**src/rtl/grc_pkg.sv**
```systemverilog
// ----------------------------------------------------------------------------
// grc_pkg
// Shared constants, widths and the arctangent table of the grid ray caster.
// ----------------------------------------------------------------------------
`default_nettype none

package grc_pkg;

  // One tile is 64 pixels with 8 fraction bits, so 2^14 position units.
  localparam int TILE_LOG     = 14;
  localparam int MAP_COL_BITS = 5;
  localparam int MAP_ROW_BITS = 4;
  localparam int MAP_ADDR_W   = MAP_COL_BITS + MAP_ROW_BITS;
  localparam int MAP_DEPTH    = 1 << MAP_ADDR_W;
  localparam int XW           = 19;
  localparam int YW           = 18;
  localparam int ANGLE_W      = 16;
  localparam int COL_TAG_W    = 10;
  localparam int DIST_W       = 20;

  // Walk coordinates are signed and wide enough for a clamped intercept.
  localparam int POS_W  = 26;
  localparam int QUO_W  = 22;
  localparam int NUM_W  = 47;
  localparam int DEN_W  = 32;
  localparam int MUL_A_W = 32;
  localparam int MUL_B_W = 20;
  localparam int SQ_IN_W = 41;
  localparam int ROOT_W  = 21;

  localparam int CORDIC_STEPS = 30;
  localparam int CORDIC_CNT_W = 5;
  localparam int VEC_W        = 32;
  localparam int ZW           = 34;
  localparam logic signed [VEC_W-1:0] CORDIC_GAIN = 32'sd652032874;
  localparam logic signed [VEC_W-1:0] UNIT_VEC    = 32'sd1073741824;

  localparam logic signed [POS_W-1:0] TQ = 26'sd16384;
  localparam logic signed [POS_W-1:0] WQ = 26'sd524288;
  localparam logic signed [POS_W-1:0] HQ = 26'sd262144;

  localparam logic [1:0] KIND_EMPTY = 2'd3;
  localparam logic [2:0] KIND_OOB   = 3'd4;
  localparam logic [2:0] KIND_NONE  = 3'd3;

  localparam logic ACT_WRITE = 1'b0;
  localparam logic ACT_CAST  = 1'b1;

  localparam logic REG_VIEWER_X = 1'b0;
  localparam logic REG_VIEWER_Y = 1'b1;

  // Handshake of one iterative unit.
  typedef struct packed {
    logic start;
  } unit_req_t;

  // Arctangent of 2^-i in a 32-bit binary angle.
  function automatic logic [29:0] arc_angle(input logic [CORDIC_CNT_W-1:0] idx);
    logic [29:0] a;
    unique case (idx)
      5'd0:  a = 30'd536870912;
      5'd1:  a = 30'd316933406;
      5'd2:  a = 30'd167458907;
      5'd3:  a = 30'd85004756;
      5'd4:  a = 30'd42667331;
      5'd5:  a = 30'd21354465;
      5'd6:  a = 30'd10679838;
      5'd7:  a = 30'd5340245;
      5'd8:  a = 30'd2670163;
      5'd9:  a = 30'd1335087;
      5'd10: a = 30'd667544;
      5'd11: a = 30'd333772;
      5'd12: a = 30'd166886;
      5'd13: a = 30'd83443;
      5'd14: a = 30'd41722;
      5'd15: a = 30'd20861;
      5'd16: a = 30'd10430;
      5'd17: a = 30'd5215;
      5'd18: a = 30'd2608;
      5'd19: a = 30'd1304;
      5'd20: a = 30'd652;
      5'd21: a = 30'd326;
      5'd22: a = 30'd163;
      5'd23: a = 30'd81;
      5'd24: a = 30'd41;
      5'd25: a = 30'd20;
      5'd26: a = 30'd10;
      5'd27: a = 30'd5;
      5'd28: a = 30'd3;
      5'd29: a = 30'd1;
      default: a = 30'd0;
    endcase
    return a;
  endfunction

endpackage

`default_nettype wire

```
**src/rtl/grc_divider.sv**
```systemverilog
// ----------------------------------------------------------------------------
// grc_divider
// Restoring divider, one quotient bit per cycle, quotient clamped to all ones.
// ----------------------------------------------------------------------------
`default_nettype none

module grc_divider (
  input  wire logic                              clk,
  input  wire logic                              rst_n,
  input  wire grc_pkg::unit_req_t                req,
  input  wire logic [grc_pkg::NUM_W-1:0]         num,
  input  wire logic [grc_pkg::DEN_W-1:0]         den,
  output logic                                   done,
  output logic [grc_pkg::QUO_W-1:0]              quo
);

  localparam int HI_W  = grc_pkg::NUM_W - grc_pkg::QUO_W;
  localparam int CNT_W = $clog2(grc_pkg::QUO_W);

  logic                              busy_r;
  logic                              done_r;
  logic [CNT_W-1:0]                  cnt_r;
  logic [grc_pkg::DEN_W-1:0]         rem_r;
  logic [grc_pkg::QUO_W-1:0]         low_r;
  logic [grc_pkg::QUO_W-1:0]         quo_r;
  logic [grc_pkg::DEN_W-1:0]         den_r;

  logic [HI_W-1:0]                   hi;
  logic                              ovf;
  logic [grc_pkg::DEN_W:0]           trial;
  logic                              fits;

  // A quotient that needs more bits than kept is clamped; the caller only
  // needs to know that it lands off the map.
  always_comb begin
    hi    = num[grc_pkg::NUM_W-1 -: HI_W];
    ovf   = grc_pkg::DEN_W'(hi) >= den;
    trial = {rem_r, low_r[grc_pkg::QUO_W-1]};
    fits  = trial >= {1'b0, den_r};
  end

  always_ff @(posedge clk) begin
    if (!rst_n) begin
      busy_r <= 1'b0;
      done_r <= 1'b0;
      cnt_r  <= '0;
    end else begin
      done_r <= 1'b0;
      if (req.start) begin
        den_r <= den;
        cnt_r <= '0;
        if (ovf) begin
          quo_r  <= '1;
          done_r <= 1'b1;
        end else begin
          rem_r  <= grc_pkg::DEN_W'(hi);
          low_r  <= num[grc_pkg::QUO_W-1:0];
          quo_r  <= '0;
          busy_r <= 1'b1;
        end
      end else if (busy_r) begin
        if (fits) begin
          rem_r <= grc_pkg::DEN_W'(trial - {1'b0, den_r});
        end else begin
          rem_r <= trial[grc_pkg::DEN_W-1:0];
        end
        low_r <= {low_r[grc_pkg::QUO_W-2:0], 1'b0};
        quo_r <= {quo_r[grc_pkg::QUO_W-2:0], fits};
        if (cnt_r == CNT_W'(grc_pkg::QUO_W - 1)) begin
          busy_r <= 1'b0;
          done_r <= 1'b1;
        end else begin
          cnt_r <= cnt_r + 1'b1;
        end
      end
    end
  end

  assign done = done_r;
  assign quo  = quo_r;

endmodule

`default_nettype wire

```
**config.mk**
```make
export PLATFORM = sky130hd
export DESIGN_NAME = grc_divider
export DESIGN_NICKNAME = d
export VERILOG_FILES = /design/src/rtl/grc_pkg.sv /design/src/rtl/grc_divider.sv
export SDC_FILE = /design/constraint.sdc
export NUM_CORES = 1
export LEC_CHECK = 0
export ABC_AREA = 0
export BUFFER_PORTS_ARGS = -buffer_cell sky130_fd_sc_hd__buf_4
export CAP_MARGIN = 20
export CELL_PAD_IN_SITES_DETAIL_PLACEMENT = 1
export CELL_PAD_IN_SITES_GLOBAL_PLACEMENT = 1
export CORE_MARGIN = 2
export CORE_UTILIZATION = 30
export DETAILED_ROUTE_END_ITERATION = 12
export GPL_TIMING_DRIVEN = 0
export PLACE_DENSITY_LB_ADDON = 0.3
export SYNTH_ARGS = -nofsm -noshare
export SYNTH_HDL_FRONTEND = slang
export SYNTH_SLANG_ARGS = --single-unit
```
**constraint.sdc**
```tcl
create_clock -name clk -period 4.94 [get_ports clk]
set_input_delay 0.741 -clock clk [delete_from_list [all_inputs] [get_ports clk]]
set_output_delay 0.741 -clock clk [all_outputs]
set_load 0.05 [all_outputs]
```
==> results_dict.tcl <==
set metrics [dict create \
    routabilityCongestion 0.805 \
    setup_viol 0 \
    yosysMostFrequentCell "edfxtp_1" \
    die_area_um2 25800 \
    critPathKind "in2reg" \
    p_leak_nw 3.83 \
    synth_largest_area_cell "edfxtp_1" \
    clockBufferDepth 2 \
    start_kind "primary input" \
    end_kind "flop" \
    synth_top_family_by_area "compound AO/OA/AOI/OAI gates" \
    grt_pass1_vias 6230 \
    ys.flop_type "edfxtp_1" \
    cp_max_fo 30 \
    p_int_mw 2.48 \
    detail-route-antenna-nets 0 \
    grt_max_degree 33 \
    syn_inst 706 \
    hold_path_class "in2reg" \
    pwr-share-clk 0.352 \
    row_count 57 \
    final_hold_viol_count 0 \
    finalNetCount 971 \
    worst_pin_slew_ns 1.01 \
    vdd_ir_drop_max_v 0.000222 \
    final_core_utilization 0.378 \
    synth-simple-area-share 0.114 \
    rsz0062_at_grt "no" \
    drtPass1Iterations 4 \
    powerDensity_nw_per_um2 398 \
    cts.sinks 115 \
    syn_avg_cell_area_um2 10.4 \
    required_ns 5.05 \
    die_h_um 161 \
    p_switching_mw 1.18 \
    clkTransAtPathRegs_ns 0.06 \
    async_flop_share 0 \
    cts_buffers 17 \
    cts_root_buffer "clkbuf_16" \
    holdWs_ns 0.504 \
    drtIter0Drc 254 \
    die_w_um 161 \
    antenna_cells 0 \
    post_cts_buffers 0 \
    post-place-cells 1134 \
    arrival_ns 3.83 \
    portBuffers 103 \
    netlist.area_leader.share 0.440 \
    place_area_um2 8570 \
    clock_latency_ns 0.42 \
    fin_cells 1165 \
    synth_compound_area_frac 0.193 \
    skew_ns 0.0121 \
    cts_resized 0 \
    synth_nets 848 \
    initial_core_util 0.304 \
    synthTopCellsByArea "edfxtp_1 (44%), ha_1 (10%), inv_1 (3.8%)" \
    slew_headroom 0.330 \
    synth_xor_area_frac 0.0321 \
    grt_first_pass_wirelength_mm 35.0 \
    synth_cell_types 71 \
    synthAdderAreaFrac 0.103 \
    grt_overflow_total 0 \
    syn_to_final_growth_pct 24.4 \
    antenna_found_initial 0 \
    cts_htree_levels 4 \
    comb_power_share 0.307 \
    grt.total_usage 0.176 \
    min_period_over_period 0.752 \
    p_seq_frac 0.340 \
    post-dp-hpwl_mm 16.2 \
    slew_viol_final 0 \
    holdBufCountCts 0 \
    synth_warnings 0 \
    top_level_ports 105 \
    tritoncts "done" \
    status "complete, no violations" \
    route.detailed.drc 0 \
    syn_area_um2 7370 \
    wire_per_inst_um 18.7 \
    seq_area_frac_synth 0.459 \
    synthMuxAreaShare 0.0392 \
    synth_seq_cells 115 \
    min_period_ns 3.71 \
    routed_wl_mm 21.8 \
    viasPerCell 5.07 \
    coreArea_um2 24200 \
    synth_edf_count 108 \
    drive_gt1_frac 0.227 \
    sw_frac_of_total 0.322 \
    final_cell_area_um2 9170 \
    vias 5901 \
    synth.top_cells.by_count "edfxtp_1 (108), inv_1 (75), ha_1 (59)" \
    fmax_mhz 269 \
    drv_cap 0 \
]
-- metal layers --
metal  wire [um]  track usage  vias to the layer above
met4         213       0.0503                        0
li1            -            -                     2851
met1        9880        0.226                     2943
met5           0            0                        -
met3         968       0.0400                       16
met2       10800        0.297                       91
-- cell families after synthesis --
| group | Yosys count |
|---|---|
| AOI/OAI and AO/OA | 205 |
| and+or+nand+nor | 164 |
| DFF | 115 |
| buffers and inverters | 109 |
| adders and majority gates | 60 |
| xor gates and xnor gates | 27 |
| muxes | 26 |
-- cell usage in the layout, fill, tap and decap left out, drive strengths merged, types with 3 or more instances in the layout --
cell / count
a21o: 16
inv: 75
buf: 122
or3: 3
xor2: 12
nor3: 10
a21boi: 3
edfxtp: 108
nor3b: 3
o21ai: 35
ha: 59
nand4: 9
nand2b: 4
mux2: 23
nand3: 20
and3: 11
o21a: 30
xnor2: 15
bufinv: 4
a211oi: 12
o211ai: 10
nor2b: 3
a21oi: 54
nor4b: 3
a41oi: 3
or2: 3
a211o: 3
dfxtp: 7
clkinv: 5
and2: 6
clkbuf: 37
mux2i: 3
a31oi: 12
a2111oi: 4
o21bai: 5
nand2: 40
nor2: 40
-- power by group through the flow --
stage | clock network (mW) | logic, mW | registers (mW)
3_3_place_gp | 0 | 1.10 | 1.26
5_1_grt | 1.35 | 1.25 | 1.26
6_report | 1.29 | 1.12 | 1.24
4_1_cts | 1.31 | 1.13 | 1.24
2_1_floorplan | 0 | 0.748 | 1.29
3_5_place_dp | 0 | 1.12 | 1.26
-- final timing paths --
kind,endpoint,from,depth (start not counted),slack (ns)
worst max-delay path,rem_r[1],num[35],11,1.23
worst min-delay path,den_r[28],den[28],1,0.50
worst max register to register,rem_r[30],low_r[21],10,1.52
worst min register to register,cnt_r[4],cnt_r[4],2,0.51
-- final cells by class --
| class | count | area [um^2] |
|---|---|---|
| Multi-Input combinational cell | 482 | 3540 |
| Buffer | 34 | 163 |
| Sequential cell | 115 | 3380 |
| Clock inverter | 10 | 159 |
| Timing Repair Buffer | 104 | 793 |
| Inverter | 75 | 282 |
| Clock buffer | 21 | 440 |
| Fill cell | 2761 | 15100 |
| Tap cell | 324 | 405 |
-- sequential cells by signal (all words and copies together), names as in the netlist --
name,flops
rem_r,32
done,1
den_r,32
quo,22
busy_r,1
cnt_r,5
low_r,22
-- stage by stage --
stage | power (mW) | worst slack [ns] | TNS [ns]
after floorplan | 2.04 | 1.09 | 0
after global placement | 2.36 | -0.217 | -11.54
after detailed placement | 2.38 | 0.733 | 0
after CTS | 3.68 | 1.16 | 0
after global routing | 3.86 | 1.00 | 0
final | 3.65 | 1.23 | 0
-- worst max-delay path, cell delays in order --
cell,delay (ns)
buf_4,0.12
ha_1,0.30
a21o_1,0.18
a21o_1,0.17
a21o_1,0.19
o211a_1,0.23
and3_1,0.19
a31oi_1,0.50
and3_1,0.26
a21o_2,0.66
buf_12,0.27
Power figures use the tool's default switching activity.
