[src/rtl/grc_pkg.sv]
// ----------------------------------------------------------------------------
// grc_pkg
// Shared constants, widths and the arctangent table of the grid ray caster.
// ----------------------------------------------------------------------------
`default_nettype none

package grc_pkg;

  // One tile is 64 pixels with 8 fraction bits, so 2^14 position units.
  localparam int TILE_LOG     = 14;
  localparam int MAP_COL_BITS = 5;
  localparam int MAP_ROW_BITS = 4;
  localparam int MAP_ADDR_W   = MAP_COL_BITS + MAP_ROW_BITS;
  localparam int MAP_DEPTH    = 1 << MAP_ADDR_W;
  localparam int XW           = 19;
  localparam int YW           = 18;
  localparam int ANGLE_W      = 16;
  localparam int COL_TAG_W    = 10;
  localparam int DIST_W       = 20;

  // Walk coordinates are signed and wide enough for a clamped intercept.
  localparam int POS_W  = 26;
  localparam int QUO_W  = 22;
  localparam int NUM_W  = 47;
  localparam int DEN_W  = 32;
  localparam int MUL_A_W = 32;
  localparam int MUL_B_W = 20;
  localparam int SQ_IN_W = 41;
  localparam int ROOT_W  = 21;

  localparam int CORDIC_STEPS = 30;
  localparam int CORDIC_CNT_W = 5;
  localparam int VEC_W        = 32;
  localparam int ZW           = 34;
  localparam logic signed [VEC_W-1:0] CORDIC_GAIN = 32'sd652032874;
  localparam logic signed [VEC_W-1:0] UNIT_VEC    = 32'sd1073741824;

  localparam logic signed [POS_W-1:0] TQ = 26'sd16384;
  localparam logic signed [POS_W-1:0] WQ = 26'sd524288;
  localparam logic signed [POS_W-1:0] HQ = 26'sd262144;

  localparam logic [1:0] KIND_EMPTY = 2'd3;
  localparam logic [2:0] KIND_OOB   = 3'd4;
  localparam logic [2:0] KIND_NONE  = 3'd3;

  localparam logic ACT_WRITE = 1'b0;
  localparam logic ACT_CAST  = 1'b1;

  localparam logic REG_VIEWER_X = 1'b0;
  localparam logic REG_VIEWER_Y = 1'b1;

  // Handshake of one iterative unit.
  typedef struct packed {
    logic start;
  } unit_req_t;

  // Arctangent of 2^-i in a 32-bit binary angle.
  function automatic logic [29:0] arc_angle(input logic [CORDIC_CNT_W-1:0] idx);
    logic [29:0] a;
    unique case (idx)
      5'd0:  a = 30'd536870912;
      5'd1:  a = 30'd316933406;
      5'd2:  a = 30'd167458907;
      5'd3:  a = 30'd85004756;
      5'd4:  a = 30'd42667331;
      5'd5:  a = 30'd21354465;
      5'd6:  a = 30'd10679838;
      5'd7:  a = 30'd5340245;
      5'd8:  a = 30'd2670163;
      5'd9:  a = 30'd1335087;
      5'd10: a = 30'd667544;
      5'd11: a = 30'd333772;
      5'd12: a = 30'd166886;
      5'd13: a = 30'd83443;
      5'd14: a = 30'd41722;
      5'd15: a = 30'd20861;
      5'd16: a = 30'd10430;
      5'd17: a = 30'd5215;
      5'd18: a = 30'd2608;
      5'd19: a = 30'd1304;
      5'd20: a = 30'd652;
      5'd21: a = 30'd326;
      5'd22: a = 30'd163;
      5'd23: a = 30'd81;
      5'd24: a = 30'd41;
      5'd25: a = 30'd20;
      5'd26: a = 30'd10;
      5'd27: a = 30'd5;
      5'd28: a = 30'd3;
      5'd29: a = 30'd1;
      default: a = 30'd0;
    endcase
    return a;
  endfunction

endpackage

`default_nettype wire

[src/rtl/grc_cordic.sv]
// ----------------------------------------------------------------------------
// grc_cordic
// Iterative CORDIC rotator: one micro-rotation per cycle gives cos and sin.
// ----------------------------------------------------------------------------
`default_nettype none

module grc_cordic (
  input  wire logic                                clk,
  input  wire logic                                rst_n,
  input  wire grc_pkg::unit_req_t                  req,
  input  wire logic [grc_pkg::ANGLE_W-1:0]         angle,
  output logic                                     done,
  output logic signed [grc_pkg::VEC_W-1:0]         cos_o,
  output logic signed [grc_pkg::VEC_W-1:0]         sin_o
);

  logic                                    busy_r;
  logic                                    done_r;
  logic [grc_pkg::CORDIC_CNT_W-1:0]        cnt_r;
  logic signed [grc_pkg::VEC_W-1:0]        x_r;
  logic signed [grc_pkg::VEC_W-1:0]        y_r;
  logic signed [grc_pkg::ZW-1:0]           z_r;
  logic [1:0]                              q_r;

  logic [grc_pkg::ANGLE_W-1:0]             shifted;
  logic [1:0]                              q_in;
  logic [grc_pkg::ANGLE_W-1:0]             r_in;
  logic signed [grc_pkg::ZW-1:0]           z_in;
  logic signed [grc_pkg::VEC_W-1:0]        dx;
  logic signed [grc_pkg::VEC_W-1:0]        dy;
  logic signed [grc_pkg::ZW-1:0]           arc;

  // Quadrant fold of the start angle.
  always_comb begin
    shifted = angle + 16'h2000;
    q_in    = shifted[grc_pkg::ANGLE_W-1 -: 2];
    r_in    = angle - {q_in, 14'd0};
    z_in    = grc_pkg::ZW'($signed({r_in, 16'd0}));
  end

  // Micro-rotation terms.
  always_comb begin
    dx  = y_r >>> cnt_r;
    dy  = x_r >>> cnt_r;
    arc = grc_pkg::ZW'($signed({1'b0, grc_pkg::arc_angle(cnt_r)}));
  end

  always_ff @(posedge clk) begin
    if (!rst_n) begin
      busy_r <= 1'b0;
      done_r <= 1'b0;
      cnt_r  <= '0;
    end else begin
      done_r <= 1'b0;
      if (req.start) begin
        q_r   <= q_in;
        z_r   <= z_in;
        y_r   <= '0;
        cnt_r <= '0;
        if (z_in == '0) begin
          x_r    <= grc_pkg::UNIT_VEC;
          done_r <= 1'b1;
        end else begin
          x_r    <= grc_pkg::CORDIC_GAIN;
          busy_r <= 1'b1;
        end
      end else if (busy_r) begin
        if (!z_r[grc_pkg::ZW-1]) begin
          x_r <= x_r - dx;
          y_r <= y_r + dy;
          z_r <= z_r - arc;
        end else begin
          x_r <= x_r + dx;
          y_r <= y_r - dy;
          z_r <= z_r + arc;
        end
        if (cnt_r == grc_pkg::CORDIC_CNT_W'(grc_pkg::CORDIC_STEPS - 1)) begin
          busy_r <= 1'b0;
          done_r <= 1'b1;
        end else begin
          cnt_r <= cnt_r + 1'b1;
        end
      end
    end
  end

  // Rotate the folded vector, within 45 degrees of the x axis, back into its quadrant.
  always_comb begin
    unique case (q_r)
      2'd0: begin cos_o = x_r;  sin_o = y_r;  end
      2'd1: begin cos_o = -y_r; sin_o = x_r;  end
      2'd2: begin cos_o = -x_r; sin_o = -y_r; end
      default: begin cos_o = y_r; sin_o = -x_r; end
    endcase
  end

  assign done = done_r;

endmodule

`default_nettype wire

[config.mk]
export PLATFORM = sky130hd
export DESIGN_NAME = grc_cordic
export DESIGN_NICKNAME = d
export VERILOG_FILES = /design/src/rtl/grc_pkg.sv /design/src/rtl/grc_cordic.sv
export SDC_FILE = /design/constraint.sdc
export NUM_CORES = 1
export LEC_CHECK = 0
export ABC_AREA = 1
export ABC_CLOCK_PERIOD_IN_PS = 10700
export BUFFER_PORTS_ARGS = -buffer_cell sky130_fd_sc_hd__buf_2
export CELL_PAD_IN_SITES_DETAIL_PLACEMENT = 0
export CELL_PAD_IN_SITES_GLOBAL_PLACEMENT = 1
export CORE_MARGIN = 5
export CORE_UTILIZATION = 30
export CTS_CLUSTER_DIAMETER = 120
export CTS_CLUSTER_SIZE = 20
export DETAILED_ROUTE_END_ITERATION = 10
export GPL_ROUTABILITY_DRIVEN = 0
export GPL_TIMING_DRIVEN = 0
export MAX_ROUTING_LAYER = met4
export PLACE_DENSITY = 0.69
export SYNTH_ARGS = -nofsm -noshare
export SYNTH_HDL_FRONTEND = slang
export SYNTH_SLANG_ARGS = --single-unit
[constraint.sdc]
create_clock -name clk -period 10.7 [get_ports clk]
set_clock_uncertainty 0.15 [all_clocks]
set_input_delay 2.14 -clock clk [delete_from_list [all_inputs] [get_ports clk]]
set_output_delay 2.14 -clock clk [all_outputs]
set_load 0.005 [all_outputs]
==> results.json <==
{
  "worstHoldPathType": "reg2reg",
  "synth_edf_count": 100,
  "arrival_ns": 3.88,
  "num_vias": 23804,
  "synthCells": 3312,
  "rsz0062_at_grt": "no",
  "synth_common_cells": "892 x nand2_1, 468 x nand3_1, 348 x inv_1",
  "avgSynthCellArea_um2": 5.92,
  "antenna_found_initial": 2,
  "synth_most_common_cell": "nand2_1",
  "cp.required_ns": 8.41,
  "htree_levels": 4,
  "p_leak_uw": 0.0101,
  "synth_top_cell_by_area": "nand2_1",
  "clock_latency_ns": 0.50,
  "worstPathMaxFanout": 5,
  "holdBufCountCts": 0,
  "die_h_um": 266,
  "ctsResizeCount": 0,
  "grt_pass1_wl_um": 137000,
  "drv_cap": 0,
  "post-cts-setup-buffers": 0,
  "cp-start-kind": "flip-flop",
  "tns_ns": 0,
  "antenna_left": 0,
  "clk_pin_slew_worst_paths_ns": 0.07,
  "max_freq_mhz": 162,
  "cts_tree": "built",
  "ys.flop_type": "edfxtp_1",
  "fp-row-count": 93,
  "hold_ws_ns": 0.436,
  "final.fill_count": 7314,
  "synth_cell_types": 54,
  "dp_hpwl_um": 75400,
  "wl_met1_um": 39200,
  "core_mm2": 0.0646,
  "tightest_slew_ns": 1.24,
  "outcome": "finished clean",
  "ys_seq_area_frac": 0.191,
  "fin_nets": 3552,
  "async_flop_share": 0,
  "grt_pass1_vias": 21961,
  "synth_top_area_frac": 0.171,
  "met3_wirelength_um": 8410,
  "dr.first_iter.drc_count": 2430,
  "die-area_mm2": 0.0705,
  "drc": 0,
  "cts_made_buffers": 17,
  "wl_per_cell_um": 21.8,
  "wl_met2_um": 40000,
  "ys_seq_elements": 137,
  "yosysWarnings": 0,
  "clockBufferDepth": 2,
  "setup_viol_count_final": 0,
  "start_util": 0.303,
  "grt_max_degree": 23,
  "track_usage": 0.261,
  "fin_crit_sh": 0.577,
  "clock-sinks": 137,
  "area_growth_pct": 11.2,
  "finalWirelength_um": 93600,
  "slew_viol_final": 0,
  "syn_nets": 3446,
  "firstDrtPassIters": 7,
  "syn_area_mm2": 0.0196,
  "fin_crit_ns": 6.17,
  "die_x_um": 266,
  "via_per_inst": 5.55,
  "worst_setup_path_end_kind": "primary output",
  "drive_above_1_share": 0.0688,
  "vdd_drop_max_uv": 135,
  "grt_overflow": 0,
  "ys_top_cells_by_area": "nand2_1 17%, edfxtp_1 15%, nand3_1 12%",
  "port_buffers": 82,
  "top_layer_used": "met4",
  "p_per_area_mw_per_mm2": 171,
  "final_hold_viol_count": 0,
  "worstSetupPathType": "reg2out",
  "relSlewSlack": 0.174,
  "cts.root.buffer_cell": "clkbuf_16",
  "pin_count": 84
}
==> final timing paths <==
path / startpoint / end / slack, ns / cells after the start
worst min register to register: busy_r / busy_r / 0.44 / 2
worst min-delay path: busy_r / busy_r / 0.44 / 2
worst max register to register: z_r[33] / z_r[20] / 4.96 / 17
worst max-delay path: y_r[1] / sin_o[27] / 4.53 / 15
==> per-stage QoR <==
stage	setup slack (ns)	cell area [um^2]	utilization	power, uW	instances
finish	4.53	21800	0.338	3720	4287
global route	4.28	21800	0.338	4010	4286
CTS	4.62	21800	0.338	3690	4286
detailed placement	5.03	21200	0.329	3060	4254
global placement	-1.68	21100	0.326	3050	4249
floorplan	2.50	19600	-	2320	3312
==> kinds of logic (layout without fill, tap and decap cells) <==
family | Yosys count | count (layout) | synth area share
simple gates | 1847 | 1847 | 0.407
buf+inv | 516 | 635 | 0.103
compound gates | 571 | 571 | 0.168
flops | 137 | 137 | 0.191
fa+ha+maj | 115 | 115 | 0.0746
xor+xnor | 126 | 126 | 0.0563
other cells | 0 | 1 | 0
==> state kept, by name, indices dropped and copies added (netlist names) <==
| name | count |
|---|---|
| cnt_r | 5 |
| done | 1 |
| x_r | 32 |
| z_r | 34 |
| q_r | 2 |
| arc | 30 |
| busy_r | 1 |
| y_r | 32 |
==> power by group <==
group	internal, uW	switching (uW)	leakage (uW)
Sequential	676	126	0.00127
Clock	331	294	0.000292
Combinational	738	1560	0.00852
Total	1740	1980	0.0101
==> layer usage <==
metal | vias to the layer above | global-route usage
met2 | 1195 | 0.397
li1 | 11366 | -
met5 | - | -
met1 | 10961 | 0.333
met3 | 282 | 0.0469
met4 | 0 | 0.136
==> cell type report <==
type                       count  area (um^2)  share of cell area
antenna                        1         2.50            0.000115
clock inverter                11         97.6             0.00448
tap                          855         1070              0.0491
sequential                   137         3740               0.172
inverter                     364         1370              0.0628
buffer                       152          649              0.0298
multi-input combinational   2659        13800               0.635
clock buffer                  21          483              0.0222
timing repair buffer          87          541              0.0248
==> cell usage in the layout, fill, tap and decap left out, drive strengths merged, types with 3 or more instances in the layout <==
cell type  count
nor4          23
a21oi        201
or2           14
o2111ai       20
o21bai        11
o21ai        220
o31ai          5
ha           112
o21a          22
o221ai        14
nand3        470
a21boi         6
fa             3
nand4         46
edfxtp       100
buf          152
nand3b        14
a31oi         12
xnor2         33
o41ai          4
dfxtp         37
xor2          93
nor2         333
clkinv         7
inv          368
clkbuf       108
nor3          38
a221oi        20
a21o           8
o211ai        11
nand2        903
o22ai         11
==> worst max-delay path: stages, from the launching register on <==
cell	delay (ns)
edfxtp_1	0.60
inv_1	0.26
nand3_1	0.19
nor3_2	0.20
nand2_1	0.12
nor2_2	0.20
nand4_1	0.25
nor2_2	0.33
nand2_1	0.25
nor2_2	0.25
nand3b_1	0.13
nand3_1	0.10
o211ai_1	0.10
nor2_1	0.20
inv_1	0.07
buf_2	0.13
Power figures use the tool's default switching activity.
