--- src/rtl/grc_pkg.sv ---
// ----------------------------------------------------------------------------
// grc_pkg
// Shared constants, widths and the arctangent table of the grid ray caster.
// ----------------------------------------------------------------------------
`default_nettype none

package grc_pkg;

  // One tile is 64 pixels with 8 fraction bits, so 2^14 position units.
  localparam int TILE_LOG     = 14;
  localparam int MAP_COL_BITS = 5;
  localparam int MAP_ROW_BITS = 4;
  localparam int MAP_ADDR_W   = MAP_COL_BITS + MAP_ROW_BITS;
  localparam int MAP_DEPTH    = 1 << MAP_ADDR_W;
  localparam int XW           = 19;
  localparam int YW           = 18;
  localparam int ANGLE_W      = 16;
  localparam int COL_TAG_W    = 10;
  localparam int DIST_W       = 20;

  // Walk coordinates are signed and wide enough for a clamped intercept.
  localparam int POS_W  = 26;
  localparam int QUO_W  = 22;
  localparam int NUM_W  = 47;
  localparam int DEN_W  = 32;
  localparam int MUL_A_W = 32;
  localparam int MUL_B_W = 20;
  localparam int SQ_IN_W = 41;
  localparam int ROOT_W  = 21;

  localparam int CORDIC_STEPS = 30;
  localparam int CORDIC_CNT_W = 5;
  localparam int VEC_W        = 32;
  localparam int ZW           = 34;
  localparam logic signed [VEC_W-1:0] CORDIC_GAIN = 32'sd652032874;
  localparam logic signed [VEC_W-1:0] UNIT_VEC    = 32'sd1073741824;

  localparam logic signed [POS_W-1:0] TQ = 26'sd16384;
  localparam logic signed [POS_W-1:0] WQ = 26'sd524288;
  localparam logic signed [POS_W-1:0] HQ = 26'sd262144;

  localparam logic [1:0] KIND_EMPTY = 2'd3;
  localparam logic [2:0] KIND_OOB   = 3'd4;
  localparam logic [2:0] KIND_NONE  = 3'd3;

  localparam logic ACT_WRITE = 1'b0;
  localparam logic ACT_CAST  = 1'b1;

  localparam logic REG_VIEWER_X = 1'b0;
  localparam logic REG_VIEWER_Y = 1'b1;

  // Handshake of one iterative unit.
  typedef struct packed {
    logic start;
  } unit_req_t;

  // Arctangent of 2^-i in a 32-bit binary angle.
  function automatic logic [29:0] arc_angle(input logic [CORDIC_CNT_W-1:0] idx);
    logic [29:0] a;
    unique case (idx)
      5'd0:  a = 30'd536870912;
      5'd1:  a = 30'd316933406;
      5'd2:  a = 30'd167458907;
      5'd3:  a = 30'd85004756;
      5'd4:  a = 30'd42667331;
      5'd5:  a = 30'd21354465;
      5'd6:  a = 30'd10679838;
      5'd7:  a = 30'd5340245;
      5'd8:  a = 30'd2670163;
      5'd9:  a = 30'd1335087;
      5'd10: a = 30'd667544;
      5'd11: a = 30'd333772;
      5'd12: a = 30'd166886;
      5'd13: a = 30'd83443;
      5'd14: a = 30'd41722;
      5'd15: a = 30'd20861;
      5'd16: a = 30'd10430;
      5'd17: a = 30'd5215;
      5'd18: a = 30'd2608;
      5'd19: a = 30'd1304;
      5'd20: a = 30'd652;
      5'd21: a = 30'd326;
      5'd22: a = 30'd163;
      5'd23: a = 30'd81;
      5'd24: a = 30'd41;
      5'd25: a = 30'd20;
      5'd26: a = 30'd10;
      5'd27: a = 30'd5;
      5'd28: a = 30'd3;
      5'd29: a = 30'd1;
      default: a = 30'd0;
    endcase
    return a;
  endfunction

endpackage

`default_nettype wire

--- src/rtl/grc_isqrt.sv ---
// ----------------------------------------------------------------------------
// grc_isqrt
// Digit-by-digit integer square root, one result bit per cycle.
// ----------------------------------------------------------------------------
`default_nettype none

module grc_isqrt (
  input  wire logic                              clk,
  input  wire logic                              rst_n,
  input  wire grc_pkg::unit_req_t                req,
  input  wire logic [grc_pkg::SQ_IN_W-1:0]       val,
  output logic                                   done,
  output logic [grc_pkg::ROOT_W-1:0]             root
);

  localparam int RW    = grc_pkg::SQ_IN_W + 1;
  localparam int CNT_W = $clog2(grc_pkg::ROOT_W);

  logic                          busy_r;
  logic                          done_r;
  logic [CNT_W-1:0]              cnt_r;
  logic [grc_pkg::SQ_IN_W-1:0]   v_r;
  logic [RW-1:0]                 root_r;
  logic [RW-1:0]                 bit_r;
  logic [RW-1:0]                 sum;

  assign sum = root_r + bit_r;

  always_ff @(posedge clk) begin
    if (!rst_n) begin
      busy_r <= 1'b0;
      done_r <= 1'b0;
      cnt_r  <= '0;
    end else begin
      done_r <= 1'b0;
      if (req.start) begin
        v_r    <= val;
        root_r <= '0;
        bit_r  <= RW'(1) << (2 * (grc_pkg::ROOT_W - 1));
        cnt_r  <= '0;
        busy_r <= 1'b1;
      end else if (busy_r) begin
        if ({1'b0, v_r} >= sum) begin
          v_r    <= grc_pkg::SQ_IN_W'({1'b0, v_r} - sum);
          root_r <= (root_r >> 1) + bit_r;
        end else begin
          root_r <= root_r >> 1;
        end
        bit_r <= bit_r >> 2;
        if (cnt_r == CNT_W'(grc_pkg::ROOT_W - 1)) begin
          busy_r <= 1'b0;
          done_r <= 1'b1;
        end else begin
          cnt_r <= cnt_r + 1'b1;
        end
      end
    end
  end

  assign done = done_r;
  assign root = root_r[grc_pkg::ROOT_W-1:0];

endmodule

`default_nettype wire

--- config.mk ---
export PLATFORM = sky130hd
export DESIGN_NAME = grc_isqrt
export DESIGN_NICKNAME = d
export VERILOG_FILES = /design/src/rtl/grc_pkg.sv /design/src/rtl/grc_isqrt.sv
export SDC_FILE = /design/constraint.sdc
export NUM_CORES = 1
export LEC_CHECK = 0
export BUFFER_PORTS_ARGS = -buffer_cell sky130_fd_sc_hd__buf_2
export CAP_MARGIN = 20
export CORE_ASPECT_RATIO = 1.75
export CORE_UTILIZATION = 50
export CTS_CLUSTER_DIAMETER = 80
export DETAILED_ROUTE_END_ITERATION = 8
export PLACE_DENSITY = 0.66
export SYNTH_ARGS = -nofsm -noshare
export SYNTH_HDL_FRONTEND = slang
export SYNTH_SLANG_ARGS = --single-unit
--- constraint.sdc ---
create_clock -name clk -period 9.1 [get_ports clk]
set_clock_uncertainty 0.05 [all_clocks]
set_input_delay 1.82 -clock clk [delete_from_list [all_inputs] [get_ports clk]]
set_output_delay 1.82 -clock clk [all_outputs]
set_load 0.01 [all_outputs]
==> run_summary.xml <==
<?xml version="1.0" encoding="UTF-8"?>
<metrics>
  <group name="sta">
    <metric name="timing.fmax" unit="MHz">160.0</metric>
    <metric name="finalHoldViolCount" unit="">0</metric>
    <metric name="setup_repair_after_global_routing_missed_its_margin" unit="">no</metric>
    <metric name="maxSlewViolCount" unit="">0</metric>
    <metric name="final_cycle_share" unit="%">68.69</metric>
    <metric name="worstMarginPinSlew" unit="ps">976.5</metric>
    <metric name="setup_viol" unit="">0</metric>
    <metric name="post_route_setup_tns" unit="ps">0</metric>
    <metric name="post-route-min-period" unit="ps">6251</metric>
    <metric name="slew_headroom" unit="%">34.90</metric>
  </group>
  <group name="floorplan">
    <metric name="io_pins" unit="">66</metric>
    <metric name="total_core_area" unit="um2">18750</metric>
    <metric name="initial_utilization" unit="%">51.31</metric>
    <metric name="placement_rows" unit="">66</metric>
    <metric name="die_area" unit="um2">19820</metric>
    <metric name="die_width" unit="um">106.9</metric>
    <metric name="die_height" unit="um">185.5</metric>
  </group>
  <group name="pwr">
    <metric name="leakage" unit="nW">4.053</metric>
    <metric name="power_per_cell_area" unit="nW/um2">193.3</metric>
    <metric name="vdd_drop_max" unit="V">0.0002137</metric>
  </group>
  <group name="worst_setup_path">
    <metric name="ff2ff_path_depth" unit="">20</metric>
    <metric name="timing.critical_path.required" unit="ps">9050</metric>
    <metric name="sort_of_element_at_the_start_of_the_critical_path" unit="">flop</metric>
    <metric name="critPathMaxFanout" unit="">65</metric>
    <metric name="worstSetupPathDepth" unit="">20</metric>
    <metric name="type_of_the_worst_setup_path" unit="">reg -&gt; reg</metric>
    <metric name="nature_of_the_critical_path_endpoint" unit="">flop</metric>
    <metric name="crit_buf_inv" unit="">2</metric>
    <metric name="worst_ep_arrival_time" unit="ps">6200</metric>
    <metric name="cpLargestDelayFamily" unit="">compound AO/OA/AOI/OAI gates</metric>
    <metric name="cpMaxStageDelayCell" unit="">sky130_fd_sc_hd__or4_1</metric>
    <metric name="crit_chain" unit="">ha_1 &gt; a21oi_1 &gt; o21a_1 &gt; or4_1 &gt; a21oi_2 &gt; or2_2 &gt; a21oi_1 &gt; o31ai_1 &gt; a31oi_1 &gt; xnor2_1 &gt; ha_1 &gt; nand3_1 &gt; nor3_1 &gt; a41oi_1 &gt; o21ai_0 &gt; a21o_1 &gt; o32ai_4 &gt; buf_4 &gt; a21boi_4 &gt; buf_4</metric>
    <metric name="critical-path-max-stage-delay" unit="ps">550</metric>
  </group>
  <group name="logic_synthesis">
    <metric name="synthTopCellsByArea" unit="">sky130_fd_sc_hd__edfxtp_1 32%, sky130_fd_sc_hd__ha_1 11%, sky130_fd_sc_hd__o21ai_0 5.7%</metric>
    <metric name="number_of_flops_mapped_to_enable_cells_by_yosys" unit="">104</metric>
    <metric name="synthesis.instances" unit="">1096</metric>
    <metric name="mappedNetlistArea" unit="um2">9619</metric>
    <metric name="synth.distinct_cells" unit="">63</metric>
    <metric name="main_combinational_cell_family_by_area_after_synthesis" unit="">compound AO/OA/AOI/OAI gates</metric>
    <metric name="mappedNetlistNets" unit="">1228</metric>
    <metric name="yosys_register_bits" unit="">111</metric>
    <metric name="synth_async_reset_ratio" unit="%">0</metric>
    <metric name="synth-main-ff-cell" unit="">sky130_fd_sc_hd__edfxtp_1</metric>
    <metric name="seq_area_frac_synth" unit="%">33.92</metric>
    <metric name="netlist.area_leader.share" unit="%">32.47</metric>
    <metric name="synth.area.mux_share" unit="%">2.250</metric>
    <metric name="synth.largest_area_cell" unit="">sky130_fd_sc_hd__edfxtp_1</metric>
    <metric name="simple_gate_area_share_of_the_yosys_netlist" unit="%">17.23</metric>
    <metric name="post_synth_fa_ha_maj_area_fraction" unit="%">11.52</metric>
    <metric name="synth_area_per_cell" unit="um2">8.777</metric>
    <metric name="fraction_of_the_mapped_netlist_area_in_compound_gates" unit="%">21.50</metric>
    <metric name="post_synth_xor_area_fraction" unit="%">8.650</metric>
    <metric name="ys.warnings.count" unit="">0</metric>
  </group>
  <group name="cts">
    <metric name="postCtsHoldBufs" unit="">0</metric>
    <metric name="clkSlewWorstSetupHoldPaths" unit="ps">80</metric>
    <metric name="cts_buffer_depth" unit="">2</metric>
    <metric name="tritoncts.num_buffers" unit="">9</metric>
    <metric name="clkSinkCount" unit="">111</metric>
    <metric name="cts.repair_timing.setup_buffer_count" unit="">0</metric>
    <metric name="cts_tree" unit="">yes</metric>
    <metric name="cts_htree_levels" unit="">3</metric>
    <metric name="cts.repair.resized" unit="">0</metric>
    <metric name="cts_root_buffer" unit="">sky130_fd_sc_hd__clkbuf_16</metric>
    <metric name="clock_latency" unit="ps">380</metric>
  </group>
  <group name="global_routing">
    <metric name="grt_first_pass_wirelength" unit="um">39790</metric>
    <metric name="globalRouteOverflowTotal" unit="">0</metric>
    <metric name="pin_count_of_the_biggest_net_entering_global_routing" unit="">100</metric>
    <metric name="number_of_antenna_violations_at_the_first_check_in_global_routing" unit="">0</metric>
    <metric name="grt_pass1_vias" unit="">8093</metric>
    <metric name="total_routing_usage_gr" unit="%">26.14</metric>
  </group>
  <group name="run_status">
    <metric name="outcome" unit="">finished, final reports clean</metric>
  </group>
  <group name="cells_and_area">
    <metric name="fill_cells" unit="">1769</metric>
    <metric name="stdcell_area" unit="um2">10300</metric>
    <metric name="layout-drive-gt1-share" unit="%">9.840</metric>
    <metric name="num_antenna_cells" unit="">0</metric>
    <metric name="design.final.nets" unit="">1255</metric>
    <metric name="layout_common_cells" unit="">114 x sky130_fd_sc_hd__nand2_1, 110 x sky130_fd_sc_hd__o21ai_0, 104 x sky130_fd_sc_hd__edfxtp_1, 94 x sky130_fd_sc_hd__nor2_1, 87 x sky130_fd_sc_hd__ha_1</metric>
    <metric name="flow.area_growth_from_synthesis" unit="%">7.050</metric>
    <metric name="most_frequent_standard_cell_in_the_layout_excluding_fill_and_tap_cells" unit="">sky130_fd_sc_hd__nand2_1</metric>
    <metric name="register_area" unit="um2">3263</metric>
    <metric name="multi_input_area" unit="um2">5907</metric>
  </group>
  <group name="drt">
    <metric name="antenna_violating_nets_post_route" unit="">0</metric>
    <metric name="viasPerCell" unit="">5.976</metric>
    <metric name="wire_per_inst" unit="um">18.44</metric>
    <metric name="drcViolationCount" unit="">0</metric>
    <metric name="drt_pre_antenna_iters" unit="">5</metric>
    <metric name="number_of_design_rule_violations_left_by_the_first_detailed_router_iteration" unit="">455</metric>
    <metric name="via_count" unit="">8163</metric>
    <metric name="wirelength" unit="um">25190</metric>
  </group>
  <group name="worst_hold_path">
    <metric name="worst_hold_path.num_cells" unit="">2</metric>
    <metric name="hold_class" unit="">reg -&gt; reg</metric>
  </group>
  <group name="placement">
    <metric name="port-buffer-count" unit="">65</metric>
    <metric name="detailed_place.area" unit="um2">9973</metric>
    <metric name="dp_hpwl" unit="um">19550</metric>
    <metric name="place.gp.congestion" unit="">0.9304</metric>
  </group>
  <group name="job">
    <metric name="cap_viol_max_count" unit="">0</metric>
  </group>
</metrics>
synth_stat cells, types with 6 or more instances:
master / count
sky130_fd_sc_hd__dfxtp_1: 7
sky130_fd_sc_hd__nand2b_1: 9
sky130_fd_sc_hd__edfxtp_1: 104
sky130_fd_sc_hd__ha_1: 87
sky130_fd_sc_hd__or3_1: 16
sky130_fd_sc_hd__nor3_1: 24
sky130_fd_sc_hd__a21boi_0: 6
sky130_fd_sc_hd__a21oi_1: 84
sky130_fd_sc_hd__a211oi_1: 12
sky130_fd_sc_hd__o21bai_1: 12
sky130_fd_sc_hd__nor2_1: 94
sky130_fd_sc_hd__nor2b_1: 36
sky130_fd_sc_hd__inv_1: 36
sky130_fd_sc_hd__mux2i_1: 16
sky130_fd_sc_hd__nand2_1: 114
sky130_fd_sc_hd__a21o_1: 19
sky130_fd_sc_hd__o21ai_0: 110
sky130_fd_sc_hd__o21a_1: 7
sky130_fd_sc_hd__buf_4: 22
sky130_fd_sc_hd__o31ai_1: 10
sky130_fd_sc_hd__nand3_1: 20
sky130_fd_sc_hd__a31oi_1: 33
sky130_fd_sc_hd__xor2_1: 50
sky130_fd_sc_hd__xnor2_1: 45
sky130_fd_sc_hd__nand4_1: 17
sky130_fd_sc_hd__clkbuf_1: 25
sky130_fd_sc_hd__and3_1: 9
power breakdown:
group          internal (mW)  total [mW]  switching [mW]
Combinational          0.342       0.867           0.525
Clock                  0.226       0.436           0.209
Sequential             0.637       0.688          0.0507
Total                   1.21        1.99           0.785
metal layers:
| metal | part of all wire, % | GRT usage (%) | wire length [um] | up-vias |
|---|---|---|---|---|
| met5 | 0 | 0 | 0 | - |
| met4 | 5.2 | 14.79 | 1311 | 0 |
| met3 | 2.6 | 2.766 | 645 | 71 |
| met2 | 53 | 49.19 | 13460 | 171 |
| met1 | 39 | 27.92 | 9766 | 3838 |
| li1 | - | - | - | 4083 |
worst min-delay path, cell delays in order, from the launching register on:
cell	delay, ps
sky130_fd_sc_hd__dfxtp_1	340
sky130_fd_sc_hd__inv_1	60
sky130_fd_sc_hd__nor3_1	40
metrics by stage:
stage	worst slack (ps)	hold slack (ps)	cells	total power [mW]	utilization (%)
after floorplan	1245	387.6	1096	1.367	-
after global placement	3014	408.6	1349	1.550	53.18
after detailed placement	2947	416.6	1350	1.559	53.20
after CTS	2922	428.1	1366	1.998	54.93
after global routing	2454	457.5	1366	2.116	54.93
final	2849	429.0	1366	1.990	54.93
sequential cells by signal, summed over array words and instances, names as in the netlist:
| name | count |
|---|---|
| busy_r | 1 |
| cnt_r | 5 |
| done | 1 |
| v_r | 41 |
| bit_r | 21 |
| root_r | 42 |
cell type report:
| class | instances | share of cell area [%] |
|---|---|---|
| sequential | 111 | 31.69 |
| timing repair buffer | 71 | 3.597 |
| tap | 238 | 2.892 |
| clock inverter | 5 | 0.4739 |
| clock buffer | 11 | 2.673 |
| multi-input combinational | 894 | 57.36 |
| inverter | 36 | 1.312 |
cell families (layout without fill, tap and decap cells):
kind of cell               after synthesis  after routing
and+or+nand+nor                        353            353
AOI/OAI and AO/OA                      337            337
DFF                                    111            111
xor gates and xnor gates                95             95
buffers and inverters                   91            123
adders and majority gates               88             88
muxes                                   21             21
final timing paths:
| check | from | end | slack (ps) |
|---|---|---|---|
| setup / recovery | root_r[18] | v_r[18] | 2850 |
| hold / removal | busy_r | done | 430 |
| setup reg to reg | root_r[18] | v_r[18] | 2850 |
| hold reg to reg | busy_r | done | 430 |
Note: power is estimated with default switching activity, not from simulation.
